==> src/sv/arp_pkg.sv <==
// Shared types and constants for the adapter reply payload parser.
`default_nettype none

package arp_pkg;

  localparam int CHAR_W    = 8;
  localparam int HEX_W     = 7;
  localparam int CAP_W     = 11;
  localparam int PCOUNT_W  = 10;
  localparam int TOKEN_COUNT = 6;
  localparam int TOKEN_MAX   = 11;
  localparam int TOKEN_LEN_W = 4;

  localparam logic [CAP_W-1:0] CAPACITY_RESET = CAP_W'(1024);

  localparam logic [CHAR_W-1:0] CH_SPACE = 8'h20;
  localparam logic [CHAR_W-1:0] CH_COLON = 8'h3A;
  localparam logic [CHAR_W-1:0] CH_CR    = 8'h0D;
  localparam logic [CHAR_W-1:0] CH_LF    = 8'h0A;
  localparam logic [CHAR_W-1:0] CH_0     = 8'h30;
  localparam logic [CHAR_W-1:0] CH_9     = 8'h39;
  localparam logic [CHAR_W-1:0] CH_UA    = 8'h41;
  localparam logic [CHAR_W-1:0] CH_UF    = 8'h46;
  localparam logic [CHAR_W-1:0] CH_LA    = 8'h61;
  localparam logic [CHAR_W-1:0] CH_LF_HEX = 8'h66;

  localparam logic KIND_DIGIT  = 1'b0;
  localparam logic KIND_STATUS = 1'b1;

  typedef enum logic [1:0] {
    STATUS_OK       = 2'd0,
    STATUS_ERROR    = 2'd1,
    STATUS_OVERFLOW = 2'd2,
    STATUS_EMPTY    = 2'd3
  } status_t;

  // Byte 0 holds the last character of a token, byte k the one k places earlier.
  typedef logic [TOKEN_MAX-1:0][CHAR_W-1:0] token_t;

  localparam token_t TOKEN_TEXT [TOKEN_COUNT] = '{
    token_t'("NO DATA"),
    token_t'("STOPPED"),
    token_t'("ERROR"),
    token_t'("UNABLE"),
    token_t'("BUFFER FULL"),
    token_t'("?")
  };

  localparam logic [TOKEN_LEN_W-1:0] TOKEN_LEN [TOKEN_COUNT] = '{
    4'd7, 4'd7, 4'd5, 4'd6, 4'd11, 4'd1
  };

endpackage

`default_nettype wire

==> src/sv/arp_if.sv <==
// Request and result channel interfaces of the reply payload parser.
`default_nettype none

interface arp_in_if;
  import arp_pkg::*;
  logic              valid;
  logic              ready;
  logic [CHAR_W-1:0] char_in;
  logic              end_of_reply;

  modport source (output valid, output char_in, output end_of_reply, input ready);
  modport sink   (input valid, input char_in, input end_of_reply, output ready);
endinterface

interface arp_out_if;
  import arp_pkg::*;
  logic                valid;
  logic                ready;
  logic                item_kind;
  logic [HEX_W-1:0]    hex_char;
  logic [1:0]          reply_status;
  logic [PCOUNT_W-1:0] payload_count;

  modport source (output valid, output item_kind, output hex_char, output reply_status,
                  output payload_count, input ready);
  modport sink   (input valid, input item_kind, input hex_char, input reply_status,
                  input payload_count, output ready);
endinterface

`default_nettype wire

==> src/sv/arp_token_match.sv <==
// Compares the newest character and the recent history against the error tokens.
`default_nettype none

module arp_token_match (
  input  wire logic [arp_pkg::CHAR_W-1:0] char_in,
  input  wire logic [arp_pkg::CHAR_W-1:0] hist [arp_pkg::TOKEN_MAX-1],
  output logic                            hit
);
  import arp_pkg::*;

  logic [TOKEN_COUNT-1:0] tok_hit;

  always_comb begin
    for (int t = 0; t < TOKEN_COUNT; t++) begin
      tok_hit[t] = (TOKEN_TEXT[t][0] == char_in);
      for (int k = 1; k < TOKEN_MAX; k++) begin
        if (TOKEN_LEN_W'(k) < TOKEN_LEN[t] && TOKEN_TEXT[t][k] != hist[k-1]) begin
          tok_hit[t] = 1'b0;
        end
      end
    end
  end

  assign hit = |tok_hit;

endmodule

`default_nettype wire

==> src/sv/adapter_reply_payload_parser.sv <==
// Top level of the adapter reply payload parser.
// Takes an adapter's text reply one character per request. Everything up to
// and including the first space (length prefix) is dropped; after that a colon
// opens a data section and CR or LF closes it. Hex digits inside a data section
// come out upper-cased as digit results (item_kind 0) with the running count,
// until payload_capacity - 1 digits have gone out; the next digit sets overflow
// and nothing more is emitted for that reply. A window of the latest characters
// watches the whole reply for "NO DATA", "STOPPED", "ERROR", "UNABLE",
// "BUFFER FULL" and "?". A request with end_of_reply set yields one status
// result (item_kind 1): error token, else overflow, else empty, else ok, and
// clears all reply state; the capacity register is kept. Capacity 0 acts as 1,
// capacity above MAX_CAPACITY saturates. Rate: one request per clock; the result is
// registered in the cycle after acceptance by the single result register; a stalled result
// register holds off the next request only while it is full and not taken.
`default_nettype none

module adapter_reply_payload_parser #(
  parameter int MAX_CAPACITY  = 1024,
  parameter int HISTORY_DEPTH = 10
) (
  input  wire logic                     clk,
  input  wire logic                     rst,
  arp_in_if.sink                        reply,
  arp_out_if.source                     result,
  input  wire logic                     cfg_write,
  input  wire logic [arp_pkg::CAP_W-1:0] cfg_data
);
  import arp_pkg::*;

  localparam int CNT_W = $clog2(MAX_CAPACITY);
  localparam int LIM_W = ($clog2(MAX_CAPACITY + 1) > CAP_W) ? $clog2(MAX_CAPACITY + 1) : CAP_W;

  // Configuration
  logic [CAP_W-1:0] payload_capacity;

  // Reply state
  logic              prefix_skipped, prefix_skipped_next;
  logic              in_data_section, in_data_section_next;
  logic [CNT_W-1:0]  digit_count, digit_count_next;
  logic              overflow_seen, overflow_seen_next;
  logic              error_token_seen, error_token_seen_next;
  logic [CHAR_W-1:0] char_history [HISTORY_DEPTH];

  // Per-request decode
  logic              accept;
  logic              token_hit;
  logic              is_hex;
  logic              emit_digit;
  logic              at_limit;
  logic [LIM_W-1:0]  cap_eff;
  logic [LIM_W-1:0]  allowed;
  status_t           status;
  logic [CHAR_W-1:0] c;

  assign c      = reply.char_in;
  assign accept = reply.valid && reply.ready;

  // Output register frees up when empty or being drained this cycle
  assign reply.ready = !result.valid || result.ready;

  // Effective digit allowance: capacity clamped to [1, MAX_CAPACITY], minus one
  always_comb begin
    cap_eff = LIM_W'(payload_capacity);
    if (cap_eff == '0) begin
      cap_eff = LIM_W'(1);
    end else if (cap_eff > LIM_W'(MAX_CAPACITY)) begin
      cap_eff = LIM_W'(MAX_CAPACITY);
    end
    allowed = cap_eff - LIM_W'(1);
  end

  arp_token_match u_match (
    .char_in (c),
    .hist    (char_history[0:TOKEN_MAX-2]),
    .hit     (token_hit)
  );

  assign is_hex = (c >= CH_0 && c <= CH_9) || (c >= CH_UA && c <= CH_UF) ||
                  (c >= CH_LA && c <= CH_LF_HEX);
  assign at_limit = LIM_W'(digit_count) >= allowed;

  // Parser next state for a character request
  always_comb begin
    prefix_skipped_next   = prefix_skipped;
    in_data_section_next  = in_data_section;
    digit_count_next      = digit_count;
    overflow_seen_next    = overflow_seen;
    error_token_seen_next = error_token_seen || token_hit;
    emit_digit            = 1'b0;
    if (!overflow_seen) begin
      if (!prefix_skipped) begin
        if (c == CH_SPACE) begin
          prefix_skipped_next = 1'b1;
        end
      end else if (c == CH_COLON) begin
        in_data_section_next = 1'b1;
      end else if (c == CH_CR || c == CH_LF) begin
        in_data_section_next = 1'b0;
      end else if (in_data_section && is_hex) begin
        if (at_limit) begin
          overflow_seen_next = 1'b1;
        end else begin
          digit_count_next = digit_count + CNT_W'(1);
          emit_digit       = 1'b1;
        end
      end
    end
  end

  // Final status priority: error, overflow, empty, ok
  always_comb begin
    if (error_token_seen) begin
      status = STATUS_ERROR;
    end else if (overflow_seen) begin
      status = STATUS_OVERFLOW;
    end else if (digit_count == '0) begin
      status = STATUS_EMPTY;
    end else begin
      status = STATUS_OK;
    end
  end

  always_ff @(posedge clk) begin
    if (rst) begin
      payload_capacity <= CAPACITY_RESET;
    end else if (cfg_write) begin
      payload_capacity <= cfg_data;
    end
  end

  always_ff @(posedge clk) begin
    if (rst) begin
      prefix_skipped   <= 1'b0;
      in_data_section  <= 1'b0;
      digit_count      <= '0;
      overflow_seen    <= 1'b0;
      error_token_seen <= 1'b0;
      for (int i = 0; i < HISTORY_DEPTH; i++) begin
        char_history[i] <= '0;
      end
    end else if (accept) begin
      if (reply.end_of_reply) begin
        prefix_skipped   <= 1'b0;
        in_data_section  <= 1'b0;
        digit_count      <= '0;
        overflow_seen    <= 1'b0;
        error_token_seen <= 1'b0;
        for (int i = 0; i < HISTORY_DEPTH; i++) begin
          char_history[i] <= '0;
        end
      end else begin
        prefix_skipped   <= prefix_skipped_next;
        in_data_section  <= in_data_section_next;
        digit_count      <= digit_count_next;
        overflow_seen    <= overflow_seen_next;
        error_token_seen <= error_token_seen_next;
        char_history[0]  <= c;
        for (int i = 1; i < HISTORY_DEPTH; i++) begin
          char_history[i] <= char_history[i-1];
        end
      end
    end
  end

  // Result register
  always_ff @(posedge clk) begin
    if (rst) begin
      result.valid <= 1'b0;
    end else if (accept) begin
      result.valid <= reply.end_of_reply || emit_digit;
    end else if (result.ready) begin
      result.valid <= 1'b0;
    end
  end

  always_ff @(posedge clk) begin
    if (accept) begin
      if (reply.end_of_reply) begin
        result.item_kind     <= KIND_STATUS;
        result.hex_char      <= '0;
        result.reply_status  <= status;
        result.payload_count <= PCOUNT_W'(digit_count);
      end else begin
        result.item_kind     <= KIND_DIGIT;
        // Fold lower case by clearing the case bit of letters
        result.hex_char      <= (c >= CH_LA) ? (c[HEX_W-1:0] & ~7'h20) : c[HEX_W-1:0];
        result.reply_status  <= STATUS_OK;
        result.payload_count <= PCOUNT_W'(digit_count_next);
      end
    end
  end

  // A digit only goes out while under the allowance
  a_digit_in_allowance: assert property (@(posedge clk) disable iff (rst)
    (accept && emit_digit) |-> (LIM_W'(digit_count) < allowed))
    else $error("digit emitted past the capacity allowance");

  // Overflow sticks until the end of the reply
  a_overflow_sticky: assert property (@(posedge clk) disable iff (rst)
    (overflow_seen && !(accept && reply.end_of_reply)) |=> overflow_seen)
    else $error("overflow flag dropped inside a reply");

  // End of reply leaves the parser cleared and a status result pending
  a_end_clears: assert property (@(posedge clk) disable iff (rst)
    (accept && reply.end_of_reply) |=>
      (digit_count == '0 && !prefix_skipped && !error_token_seen && !overflow_seen &&
       result.valid && result.item_kind == KIND_STATUS))
    else $error("end of reply did not clear state or post status");

endmodule

`default_nettype wire
==> src/flat_wrapper.sv <==
// flat-port wrapper written by rule: the top's interface ports become plain ports
module adapter_reply_payload_parser_flat import arp_pkg::*;
#(
  parameter int MAX_CAPACITY  = 1024,
  parameter int HISTORY_DEPTH = 10
)
  (clk, rst, cfg_write, cfg_data, reply_valid, reply_char_in, reply_end_of_reply, reply_ready, result_valid, result_item_kind, result_hex_char, result_reply_status, result_payload_count, result_ready);
  arp_in_if reply_i ();
  arp_out_if result_i ();
  input  wire logic clk;
  input  wire logic rst;
  input  wire logic cfg_write;
  input  wire logic [arp_pkg::CAP_W-1:0] cfg_data;
  input wire logic [$bits(reply_i.valid)-1:0] reply_valid;
  input wire logic [$bits(reply_i.char_in)-1:0] reply_char_in;
  input wire logic [$bits(reply_i.end_of_reply)-1:0] reply_end_of_reply;
  output wire logic [$bits(reply_i.ready)-1:0] reply_ready;
  output wire logic [$bits(result_i.valid)-1:0] result_valid;
  output wire logic [$bits(result_i.item_kind)-1:0] result_item_kind;
  output wire logic [$bits(result_i.hex_char)-1:0] result_hex_char;
  output wire logic [$bits(result_i.reply_status)-1:0] result_reply_status;
  output wire logic [$bits(result_i.payload_count)-1:0] result_payload_count;
  input wire logic [$bits(result_i.ready)-1:0] result_ready;
  assign reply_i.valid = reply_valid;
  assign reply_i.char_in = reply_char_in;
  assign reply_i.end_of_reply = reply_end_of_reply;
  assign reply_ready = reply_i.ready;
  assign result_valid = result_i.valid;
  assign result_item_kind = result_i.item_kind;
  assign result_hex_char = result_i.hex_char;
  assign result_reply_status = result_i.reply_status;
  assign result_payload_count = result_i.payload_count;
  assign result_i.ready = result_ready;
  adapter_reply_payload_parser #(.MAX_CAPACITY(MAX_CAPACITY), .HISTORY_DEPTH(HISTORY_DEPTH)) u_core (.clk(clk), .rst(rst), .reply(reply_i), .result(result_i), .cfg_write(cfg_write), .cfg_data(cfg_data));
endmodule
==> config.mk <==
export PLATFORM = sky130hd
export DESIGN_NAME = adapter_reply_payload_parser_flat
export DESIGN_NICKNAME = d
export VERILOG_FILES = /design/src/sv/arp_pkg.sv /design/src/sv/arp_if.sv /design/src/sv/arp_token_match.sv /design/src/sv/adapter_reply_payload_parser.sv /design/src/flat_wrapper.sv
export SDC_FILE = /design/constraint.sdc
export NUM_CORES = 1
export LEC_CHECK = 0
export BUFFER_PORTS_ARGS = -buffer_cell sky130_fd_sc_hd__buf_2
export CAP_MARGIN = 20
export CORE_MARGIN = 5
export CORE_UTILIZATION = 45
export DETAILED_ROUTE_END_ITERATION = 10
export PLACE_DENSITY_LB_ADDON = 0.08
export SYNTH_ARGS = -nofsm -noshare
export SYNTH_HDL_FRONTEND = slang
export SYNTH_SLANG_ARGS = --single-unit
==> constraint.sdc <==
create_clock -name clk -period 9.3 [get_ports clk]
set_input_delay 0.93 -clock clk [delete_from_list [all_inputs] [get_ports clk]]
set_output_delay 0.93 -clock clk [all_outputs]
set_load 0.02 [all_outputs]
==> metrics, run 1 <==
run status complete, no violations; share of Yosys cell area claimed by the top area cell type 0.3612; Power Density 191.9 mW/mm^2; startpoint of the worst register-to-register path u_core.payload_capacity[5]; mean cell area of the mapped netlist 8.370 um^2; CP Data Arrival Time 4.29 ns; total number of vias 4975; static power due to leakage 0.002316 uW; fill cell count 1242; share of flip-flops with an asynchronous set or reset after synthesis 0; area of the core 0.01272 mm^2; Post-synth EDFFs 20; maximum clock frequency 242.7 MHz; count of buffers from port buffering 46; launching instance or port of the critical path u_core.payload_capacity[5]; total wire length after detailed routing 14270 um; DP Wirelength 9568 um; critical path data required time 9.47 ns; number of diodes added for antenna fixing 0; number of global-route vias before repair 4932; number of setup violations in the final report 0; Synth warnings 0; Main synth FF type sky130_fd_sc_hd__dfxtp_1; Post-CTS Setup Bufs 0; number of hold violations in the final report 0; Die X-Extent 124.3 um; overall die area 0.01544 mm^2; most frequent standard cell in the layout excluding fill and tap cells sky130_fd_sc_hd__nand2_1; initial cell density of the core 0.4618; maximum number of pins on one net before global-route repair 91; maximum clock skew at final layout 0.01557 ns; Worst R2R End u_core.result.payload_count[1]; top post-synthesis cells by area sky130_fd_sc_hd__dfxtp_1 (36%), sky130_fd_sc_hd__nand2_1 (11%), sky130_fd_sc_hd__edfxtp_1 (10%), sky130_fd_sc_hd__a21oi_1 (7.8%), sky130_fd_sc_hd__ha_1 (2.8%); RD Place Congestion 0.8711; max cap viols 0; fin cells 912; final period utilization 0.4430; unrepaired setup endpoints after global routing no; final routed wire length divided by cell count 15.65 um; CTS H-Tree Depth 4; number of buffers added by the clock tree synthesis step 17; Root Buffer sky130_fd_sc_hd__clkbuf_16; R2R depth 14; remaining routing DRC violations 0; maximum fanout count along the critical path 25; Startpoint Class register; number of top-level design ports 47; clock tree from TritonCTS done; largest voltage drop on the vdd net 118.5 uV; area of all sequential standard cells 0.002723 mm^2; Hold Path Depth 2; Clock Latency Late Sink 0.42 ns; number of synthesized register bits 126; number of antenna violations at the first check in global routing 0; count of placed standard cells including taps 880; Mapped Area 0.005876 mm^2; length of the first detailed-routing pass in iterations 4; shortest clock period the worst path allows after layout 4.120 ns; Antenna Nets Post-Route 0; Mapped Cells 702; number of placement rows 41; clock transition at the registers of the reported paths 0.05 ns; Slew Limit Headroom 0.3761; kind of path behind the tightest hold check register to register; library cell occupying the most area in the post-synthesis netlist sky130_fd_sc_hd__dfxtp_1; grt ovf 0; total negative slack for setup checks 0 ns; highest-count cells in the layout ignoring fill and taps sky130_fd_sc_hd__nand2_1 (176), sky130_fd_sc_hd__dfxtp_1 (106), sky130_fd_sc_hd__a21oi_1 (91); Die Y 124.3 um; Resized cells post-CTS 0; Max Transition Viols Final 0; Worst Tran Pin Value 0.9358 ns; combined area of the multi-input logic cells 0.002942 mm^2; end point of the critical path u_core.result.payload_count[1]; hold buffer count at CTS 0; synthesis-to-layout area growth 14.88%; fraction of the yosys area taken by sequential cells 0.4634; DR vias/cell 5.455; register-to-register setup slack 5.18 ns; all-layer global routing usage 0.1907; CP endpoint kind register; layout cell share with drive strength beyond 1 0.1270; Distinct cells, synth 61; wire length of the first global-routing pass 24170 um; Setup Crit Path Kind register to register; post-synthesis net count 740; initial drt markers 303; maximum number of buffers from clock root to sink 2; count of nets after finishing 765; clock sink count 126
[final cells by class]
type,count,area share
Multi-Input combinational cell,522,0.4358
Sequential cell,126,0.4033
Clock buffer,26,0.07711
Timing Repair Buffer,49,0.03744
Tap cell,172,0.03188
Clock inverter,6,0.008156
Inverter,11,0.006302
[how the worst min path moves through the flow]
stage	startpoint	to	slack (ns)
after floorplan	u_core.prefix_skipped	u_core.prefix_skipped	0.43
after global placement	u_core.char_history[2]	u_core.char_history[2]	0.44
after detailed placement	u_core.char_history[6]	u_core.char_history[6]	0.45
after CTS	u_core.char_history[6]	u_core.char_history[6]	0.45
after global routing	u_core.char_history[4]	u_core.char_history[4]	0.48
final	u_core.char_history[6]	u_core.char_history[6]	0.45
[layer usage]
metal / track usage / vias up / part of all wire
met5: 0 / - / 0
met2: 0.3321 / 77 / 0.52
met4: 0.08897 / 0 / 0.020
met1: 0.2196 / 2351 / 0.43
met3: 0.04674 / 22 / 0.031
li1: - / 2525 / -
[metrics by stage]
| step | area, um^2 | hold slack (ns) | worst slack (ns) | power [uW] | utilization |
|---|---|---|---|---|---|
| detailed placement | 6175 | 0.4457 | 5.205 | 671.5 | 0.4853 |
| finish | 6750 | 0.4507 | 5.180 | 1295 | 0.5306 |
| floorplan | 5876 | 0.4290 | 5.716 | 644.4 | - |
| CTS | 6750 | 0.4529 | 5.178 | 1310 | 0.5306 |
| global route | 6750 | 0.4805 | 4.796 | 1348 | 0.5306 |
| global placement | 6175 | 0.4401 | 5.280 | 670.1 | 0.4853 |
[sequential cells by signal, indices dropped and copies added, names as in the netlist]
signal,count
u_core.char_history,80
u_core.in_data_section,1
u_core.overflow_seen,1
u_core.result.hex_char,7
u_core.payload_capacity,11
u_core.result.valid,1
u_core.prefix_skipped,1
u_core.error_token_seen,1
u_core.result.reply_status,2
u_core.result.payload_count,10
u_core.result.item_kind,1
u_core.digit_count,10
[kinds of logic (layout without fill, tap and decap cells)]
group                    Yosys count  count (layout)  synth area share
adder cells (fa/ha/maj)           13              13           0.02768
AND/OR/NAND/NOR                  345             345            0.2920
XOR/XNOR                          13              13           0.01938
buffers and inverters             54              92           0.03641
multiplexers                      14              14           0.02449
AO/OA/AOI/OAI                    137             137            0.1367
flip-flops                       126             126            0.4634
[power breakdown]
part / switching (uW) / internal [uW]
clock: 227 / 409
sequential: 8.40 / 564
combinational: 59.5 / 26.6
[critical path, stage by stage, from the launching register on]
cell                        delay, ns
sky130_fd_sc_hd__dfxtp_1         0.39
sky130_fd_sc_hd__nor4_4          0.37
sky130_fd_sc_hd__nand3b_1        0.15
sky130_fd_sc_hd__nor2_1          0.11
sky130_fd_sc_hd__o21bai_1        0.09
sky130_fd_sc_hd__ha_1            0.25
sky130_fd_sc_hd__o21ai_0         0.23
sky130_fd_sc_hd__nor2_1          0.08
sky130_fd_sc_hd__o32a_1          0.31
sky130_fd_sc_hd__ha_1            0.31
sky130_fd_sc_hd__o2111ai_1       0.10
sky130_fd_sc_hd__o211a_1         0.26
sky130_fd_sc_hd__o21ai_2         0.74
sky130_fd_sc_hd__nor2_1          0.16
sky130_fd_sc_hd__mux2_2          0.32
[synth_stat cells (12+ instances only)]
cell                       number
sky130_fd_sc_hd__a21oi_1       91
sky130_fd_sc_hd__clkbuf_1      29
sky130_fd_sc_hd__dfxtp_1      106
sky130_fd_sc_hd__edfxtp_1      20
sky130_fd_sc_hd__ha_1          13
sky130_fd_sc_hd__nand2_1      177
sky130_fd_sc_hd__nand2b_1      12
sky130_fd_sc_hd__nand3_1       12
sky130_fd_sc_hd__nor2_1        33
sky130_fd_sc_hd__nor2b_1       16
sky130_fd_sc_hd__nor3_1        18
sky130_fd_sc_hd__nor4_1        12
Note: power is estimated with default switching activity, not from simulation.
==> run 2: changes to the inputs <==
==> constraint.sdc (replaced) <==
create_clock -name clk -period 4.05 [get_ports clk]
set_input_delay 0.405 -clock clk [delete_from_list [all_inputs] [get_ports clk]]
set_output_delay 0.405 -clock clk [all_outputs]
set_load 0.02 [all_outputs]
==> metrics, run 2 (synthesized netlist as in run 1, its figures left out) <==
Antenna Nets Post-Route 0 (unchanged); Seq pwr share 0.424 (was 0.442); clock transition at the registers of the reported paths 0.06 ns (was 0.05 ns); Die Y 124.3 um (unchanged); maximum number of pins on one net before global-route repair 91 (unchanged); final period utilization 0.9170 (was 0.4430); Worst R2R End u_core.digit_count[2] (was u_core.result.payload_count[1]); initial drt markers 519 (was 303); total negative slack for setup checks 0 ns (unchanged); maximum clock frequency 269.3 MHz (was 242.7 MHz); register-to-register setup slack 0.34 ns (was 5.18 ns); Die X-Extent 124.3 um (unchanged); number of hold violations in the final report 0 (unchanged); max cap viols 0 (unchanged); fraction of power consumed by combinational cells 0.065 (was 0.067); most frequent standard cell in the layout excluding fill and tap cells sky130_fd_sc_hd__nand2_1 (unchanged); number of antenna violations at the first check in global routing 0 (unchanged); remaining routing DRC violations 0 (unchanged); count of buffers from port buffering 46 (unchanged); count of nets after finishing 768 (was 765); endpoint of the worst hold path u_core.payload_capacity[10] (was u_core.char_history[6]); final design utilization 0.5364 (was 0.5306); number of buffers added by the clock tree synthesis step 17 (unchanged); Worst Tran Pin Value 0.9131 ns (was 0.9358 ns); area of the core 0.01272 mm^2 (unchanged); number of diodes added for antenna fixing 0 (unchanged); count of placed standard cells including taps 883 (was 880); Clock Latency Late Sink 0.42 ns (about the same); Worst Hold Margin 0.2043 ns (was 0.4507 ns); DR vias/cell 5.505 (was 5.455); shortest clock period the worst path allows after layout 3.714 ns (was 4.120 ns); highest-count cells in the layout ignoring fill and taps sky130_fd_sc_hd__nand2_1 (176), sky130_fd_sc_hd__dfxtp_1 (106), sky130_fd_sc_hd__a21oi_1 (91) (unchanged); R2R depth 15 (was 14); number of placement rows 41 (unchanged); maximum clock skew at final layout 0.007345 ns (was 0.01557 ns); overall die area 0.01544 mm^2 (unchanged); final routed wire length divided by cell count 15.78 um (was 15.65 um); number of top-level design ports 47 (unchanged); origin of the worst min-delay path cfg_data[10] (was u_core.char_history[6]); share of power burned in the clock network 0.511 (was 0.491); run status complete, no violations (unchanged); Power Density 454.5 mW/mm^2 (was 191.9 mW/mm^2); static power due to leakage 0.002342 uW (was 0.002316 uW); layout cell share with drive strength beyond 1 0.1332 (was 0.1270); CP Data Arrival Time 4.06 ns (was 4.29 ns); kind of path behind the tightest hold check primary input to register (was register to register); Slew Limit Headroom 0.3913 (was 0.3761); clock sink count 126 (unchanged); wire length of the first global-routing pass 24290 um (was 24170 um); total wire length after detailed routing 14440 um (was 14270 um); grt ovf 0 (unchanged); number of flip-flops under the largest register name 80 (unchanged); CP endpoint kind register (unchanged); total number of vias 5037 (was 4975); internal power 2397 uW (was 1000 uW); number of setup violations in the final report 0 (unchanged); DP Wirelength 9780 um (was 9568 um); length of the first detailed-routing pass in iterations 5 (was 4); Hold Path Depth 2 (unchanged); Max Transition Viols Final 0 (unchanged); critical path data required time 4.39 ns (was 9.47 ns); Post-CTS Setup Bufs 0 (unchanged); unrepaired setup endpoints after global routing no (unchanged); Root Buffer sky130_fd_sc_hd__clkbuf_16 (unchanged); switching power 703.8 uW (was 294.8 uW); Largest Register u_core.char_history (unchanged); CTS H-Tree Depth 4 (unchanged); switching share of power 0.2270 (was 0.2276); startpoint of the worst register-to-register path u_core.payload_capacity[8] (was u_core.payload_capacity[5]); largest voltage drop on the vdd net 283.2 uV (was 118.5 uV); leading registers by flop count u_core.char_history: 80 flops, u_core.payload_capacity: 11 flops (unchanged); fin cells 915 (was 912); RD Place Congestion 0.9121 (was 0.8711); clock tree from TritonCTS done (unchanged); maximum fanout count along the critical path 21 (was 25); synthesis-to-layout area growth 16.14% (was 14.88%); maximum number of buffers from clock root to sink 2 (unchanged); Setup Crit Path Kind register to register (unchanged); all-layer global routing usage 0.1898 (was 0.1907); Startpoint Class register (unchanged); initial cell density of the core 0.4618 (unchanged); number of global-route vias before repair 4868 (was 4932)
[run 2: worst max-delay path: stages, from the launching register on]
cell and delay (ns):
sky130_fd_sc_hd__dfxtp_1 0.35, sky130_fd_sc_hd__nor4_4 0.34, sky130_fd_sc_hd__nand3b_1 0.15, sky130_fd_sc_hd__nor2_1 0.11, sky130_fd_sc_hd__o21bai_1 0.09, sky130_fd_sc_hd__ha_1 0.26, sky130_fd_sc_hd__o21ai_2 0.13, sky130_fd_sc_hd__nor4_1 0.07
sky130_fd_sc_hd__o32a_1 0.29, sky130_fd_sc_hd__ha_1 0.20, sky130_fd_sc_hd__a2111oi_1 0.39, sky130_fd_sc_hd__o211a_1 0.27, sky130_fd_sc_hd__o21ai_4 0.17, sky130_fd_sc_hd__buf_4 0.22, sky130_fd_sc_hd__or4_1 0.46, sky130_fd_sc_hd__a21oi_1 0.16
[run 2: repair_timing]
item                       CTS  global route
setup endpoints to repair    0            15
resized for setup            0             4
hold buffers                 0             0
[run 2: final cells by class]
cell class | instances | area [um^2]
Tap cell | 172 | 215.2
Timing Repair Buffer | 52 | 275.3
Fill cell | 1262 | 5898
Clock inverter | 12 | 167.7
Clock buffer | 20 | 446.7
Multi-Input combinational cell | 522 | 2954
Sequential cell | 126 | 2723
Inverter | 11 | 42.54
[run 2: worst max path at each step]
stage,to,slack [ns],cells after the start,startpoint
after detailed placement,u_core.digit_count[2],0.08,15,u_core.payload_capacity[6]
after CTS,u_core.digit_count[2],0.06,15,u_core.payload_capacity[6]
after global routing,u_core.digit_count[2],0.02,15,u_core.payload_capacity[5]
after global placement,u_core.digit_count[2],0.14,15,u_core.payload_capacity[6]
final,u_core.digit_count[2],0.34,15,u_core.payload_capacity[8]
after floorplan,u_core.result.payload_count[1],0.47,16,u_core.payload_capacity[5]
[run 2: power groups by stage]
stage | registers (uW) | logic (uW) | clock network, uW
global route | 1320 | 224 | 1690
global placement | 1340 | 201 | 0
finish | 1310 | 201 | 1590
detailed placement | 1340 | 202 | 0
floorplan | 1350 | 130 | 0
CTS | 1310 | 203 | 1610
[run 2: metrics by stage]
stage                     setup WS, ns  total power (uW)  cell area (um^2)
final                           0.3362              3101              6824
after global routing           0.01559              3226              6824
after CTS                      0.05911              3129              6812
after detailed placement       0.07806              1543              6197
after global placement          0.1439              1541              6197
after floorplan                 0.4656              1480              5876
[run 2: layer usage]
metal	part of all wire	global-route usage	vias to the layer above
met4	0.019	0.07737	0
met1	0.43	0.2271	2376
met3	0.038	0.04545	22
li1	-	-	2538
met5	0	0	-
met2	0.52	0.3263	101
==> run 3: changes to the inputs <==
--- a/config.mk
+++ b/config.mk
@@ -10,6 +10,7 @@
 export CORE_MARGIN = 5
 export CORE_UTILIZATION = 45
 export DETAILED_ROUTE_END_ITERATION = 10
+export MAX_ROUTING_LAYER = met4
 export PLACE_DENSITY_LB_ADDON = 0.08
 export SYNTH_ARGS = -nofsm -noshare
 export SYNTH_HDL_FRONTEND = slang
==> metrics, run 3 (synthesized netlist as in run 1, its figures left out) <==
most frequent standard cell in the layout excluding fill and tap cells sky130_fd_sc_hd__nand2_1 (unchanged); total placed instance area 0.006197 mm^2 (unchanged); critical path data required time 4.39 ns (about the same); total wire length after detailed routing 14490 um (was 14440 um); number of setup violations in the final report 0 (unchanged); largest voltage drop on the vdd net 284.1 uV (was 283.2 uV); Worst Tran Pin Value 0.9109 ns (was 0.9131 ns); Die X-Extent 124.3 um (unchanged); max cap viols 0 (unchanged); number of flip-flops under the largest register name 80 (unchanged); Setup Crit Path Kind register to register (unchanged); total negative slack for setup checks 0 ns (unchanged); maximum clock skew at final layout 0.007865 ns (was 0.007345 ns); initial cell density of the core 0.4618 (unchanged); Resized cells post-CTS 0 (unchanged); number of placement rows 41 (unchanged); overall die area 0.01544 mm^2 (unchanged); Die Y 124.3 um (unchanged); remaining routing DRC violations 0 (unchanged); number of global-route vias before repair 4856 (was 4868); Power Density 454.6 mW/mm^2 (was 454.5 mW/mm^2); cell family contributing the most delay on the critical path compound AO/OA/AOI/OAI gates (unchanged); post-route cell area 0.006824 mm^2 (unchanged); layout cell share with drive strength beyond 1 0.1332 (unchanged); final setup slack of the worst path 0.3286 ns (was 0.3362 ns); length of the first detailed-routing pass in iterations 5 (unchanged); clock tree from TritonCTS done (unchanged); Setup WS pre-CTS 0.07806 ns (unchanged); CTS H-Tree Depth 4 (unchanged); cells along the critical path nor4_4, nand3b_1, nor2_1, o21bai_1, ha_1, o21ai_2, nor4_1, o32a_1, ha_1, a2111oi_1, o211a_1, o21ai_4, buf_4, or4_1, a21oi_1 (unchanged); number of hold violations in the final report 0 (unchanged); maximum number of buffers from clock root to sink 2 (unchanged); DR vias/cell 5.550 (was 5.505); final design utilization 0.5364 (unchanged); Slowest-stage cell, CP sky130_fd_sc_hd__or4_1 (unchanged); clock transition at the registers of the reported paths 0.06 ns (about the same); leading registers by flop count u_core.char_history: 80 flops, u_core.payload_capacity: 11 flops (unchanged); count of buffers from port buffering 46 (unchanged); CP endpoint kind register (unchanged); Clock Latency Late Sink 0.42 ns (about the same); synthesis-to-layout area growth 16.14% (unchanged); number of antenna violations at the first check in global routing 0 (unchanged); final period utilization 0.9189 (was 0.9170); hold buffer count at CTS 0 (unchanged); initial drt markers 511 (was 519); count of nets after finishing 768 (unchanged); fin cells 915 (unchanged); clock sink count 126 (unchanged); critical path's largest stage delay 0.46 ns (about the same); wire length of the first global-routing pass 24290 um (about the same); grt ovf 0 (unchanged); shortest clock period the worst path allows after layout 3.721 ns (was 3.714 ns); Slew Limit Headroom 0.3927 (was 0.3913); area of all sequential standard cells 0.002723 mm^2 (unchanged); Post-CTS Setup Bufs 0 (unchanged); number of buffers added by the clock tree synthesis step 17 (unchanged); run status complete, no violations (unchanged); unrepaired setup endpoints after global routing no (unchanged); CP Data Arrival Time 4.07 ns (was 4.06 ns); final routed wire length divided by cell count 15.84 um (was 15.78 um); combined area of the multi-input logic cells 0.002954 mm^2 (unchanged); number of top-level design ports 47 (unchanged); fill cell count 1262 (unchanged); highest-count cells in the layout ignoring fill and taps sky130_fd_sc_hd__nand2_1 (176), sky130_fd_sc_hd__dfxtp_1 (106), sky130_fd_sc_hd__a21oi_1 (91) (unchanged); kind of path behind the tightest hold check primary input to register (unchanged); Root Buffer sky130_fd_sc_hd__clkbuf_16 (unchanged); number of diodes added for antenna fixing 0 (unchanged); Antenna Nets Post-Route 0 (unchanged); count of placed standard cells including taps 883 (unchanged); crit-path most repeated cell sky130_fd_sc_hd__ha_1 (unchanged); total number of vias 5078 (was 5037); RD Place Congestion 0.9279 (was 0.9121); all-layer global routing usage 0.1952 (was 0.1898); maximum number of pins on one net before global-route repair 91 (unchanged); area of the core 0.01272 mm^2 (unchanged); static power due to leakage 0.002342 uW (unchanged); buffer and inverter count on the worst path 1 (unchanged); maximum clock frequency 268.7 MHz (was 269.3 MHz); DP Wirelength 9780 um (unchanged); Startpoint Class register (unchanged); Largest Register u_core.char_history (unchanged); Max Transition Viols Final 0 (unchanged); maximum fanout count along the critical path 21 (unchanged)
[run 3: power breakdown]
group          switching (uW)  internal, uW
clock network             547          1040
logic                     139          62.9
registers                19.0          1300
total                     705          2400
[run 3: worst paths after layout]
path / endpoint / slack (ns) / from / cells past startpoint
setup reg to reg: u_core.digit_count[2] / 0.33 / u_core.payload_capacity[8] / 15
setup / recovery: u_core.digit_count[2] / 0.33 / u_core.payload_capacity[8] / 15
hold / removal: u_core.payload_capacity[10] / 0.20 / cfg_data[10] / 2
hold reg to reg: u_core.char_history[6] / 0.45 / u_core.char_history[6] / 2
[run 3: final cells by class]
| class | count | share of cell area |
|---|---|---|
| inverter | 11 | 0.006234 |
| clock inverter | 12 | 0.02457 |
| timing repair buffer | 52 | 0.04034 |
| tap | 172 | 0.03154 |
| sequential | 126 | 0.3990 |
| clock buffer | 20 | 0.06546 |
| multi-input combinational | 522 | 0.4329 |
[run 3: per-stage QoR]
| stage | total power (uW) | hold WS (ns) |
|---|---|---|
| after global routing | 3226 | 0.1931 |
| after detailed placement | 1543 | 0.4467 |
| after CTS | 3129 | 0.1806 |
| after floorplan | 1480 | 0.4290 |
| final | 3102 | 0.2033 |
| after global placement | 1541 | 0.4374 |
[run 3: metal layers]
| layer | track usage | part of all wire | vias to the layer above | routed length (um) |
|---|---|---|---|---|
| met3 | 0.04545 | 0.041 | 20 | 595 |
| met4 | 0.07737 | 0.019 | 0 | 274 |
| met5 | - | 0 | - | 0 |
| li1 | - | - | 2533 | - |
| met2 | 0.3260 | 0.52 | 107 | 7564 |
| met1 | 0.2274 | 0.42 | 2418 | 6057 |
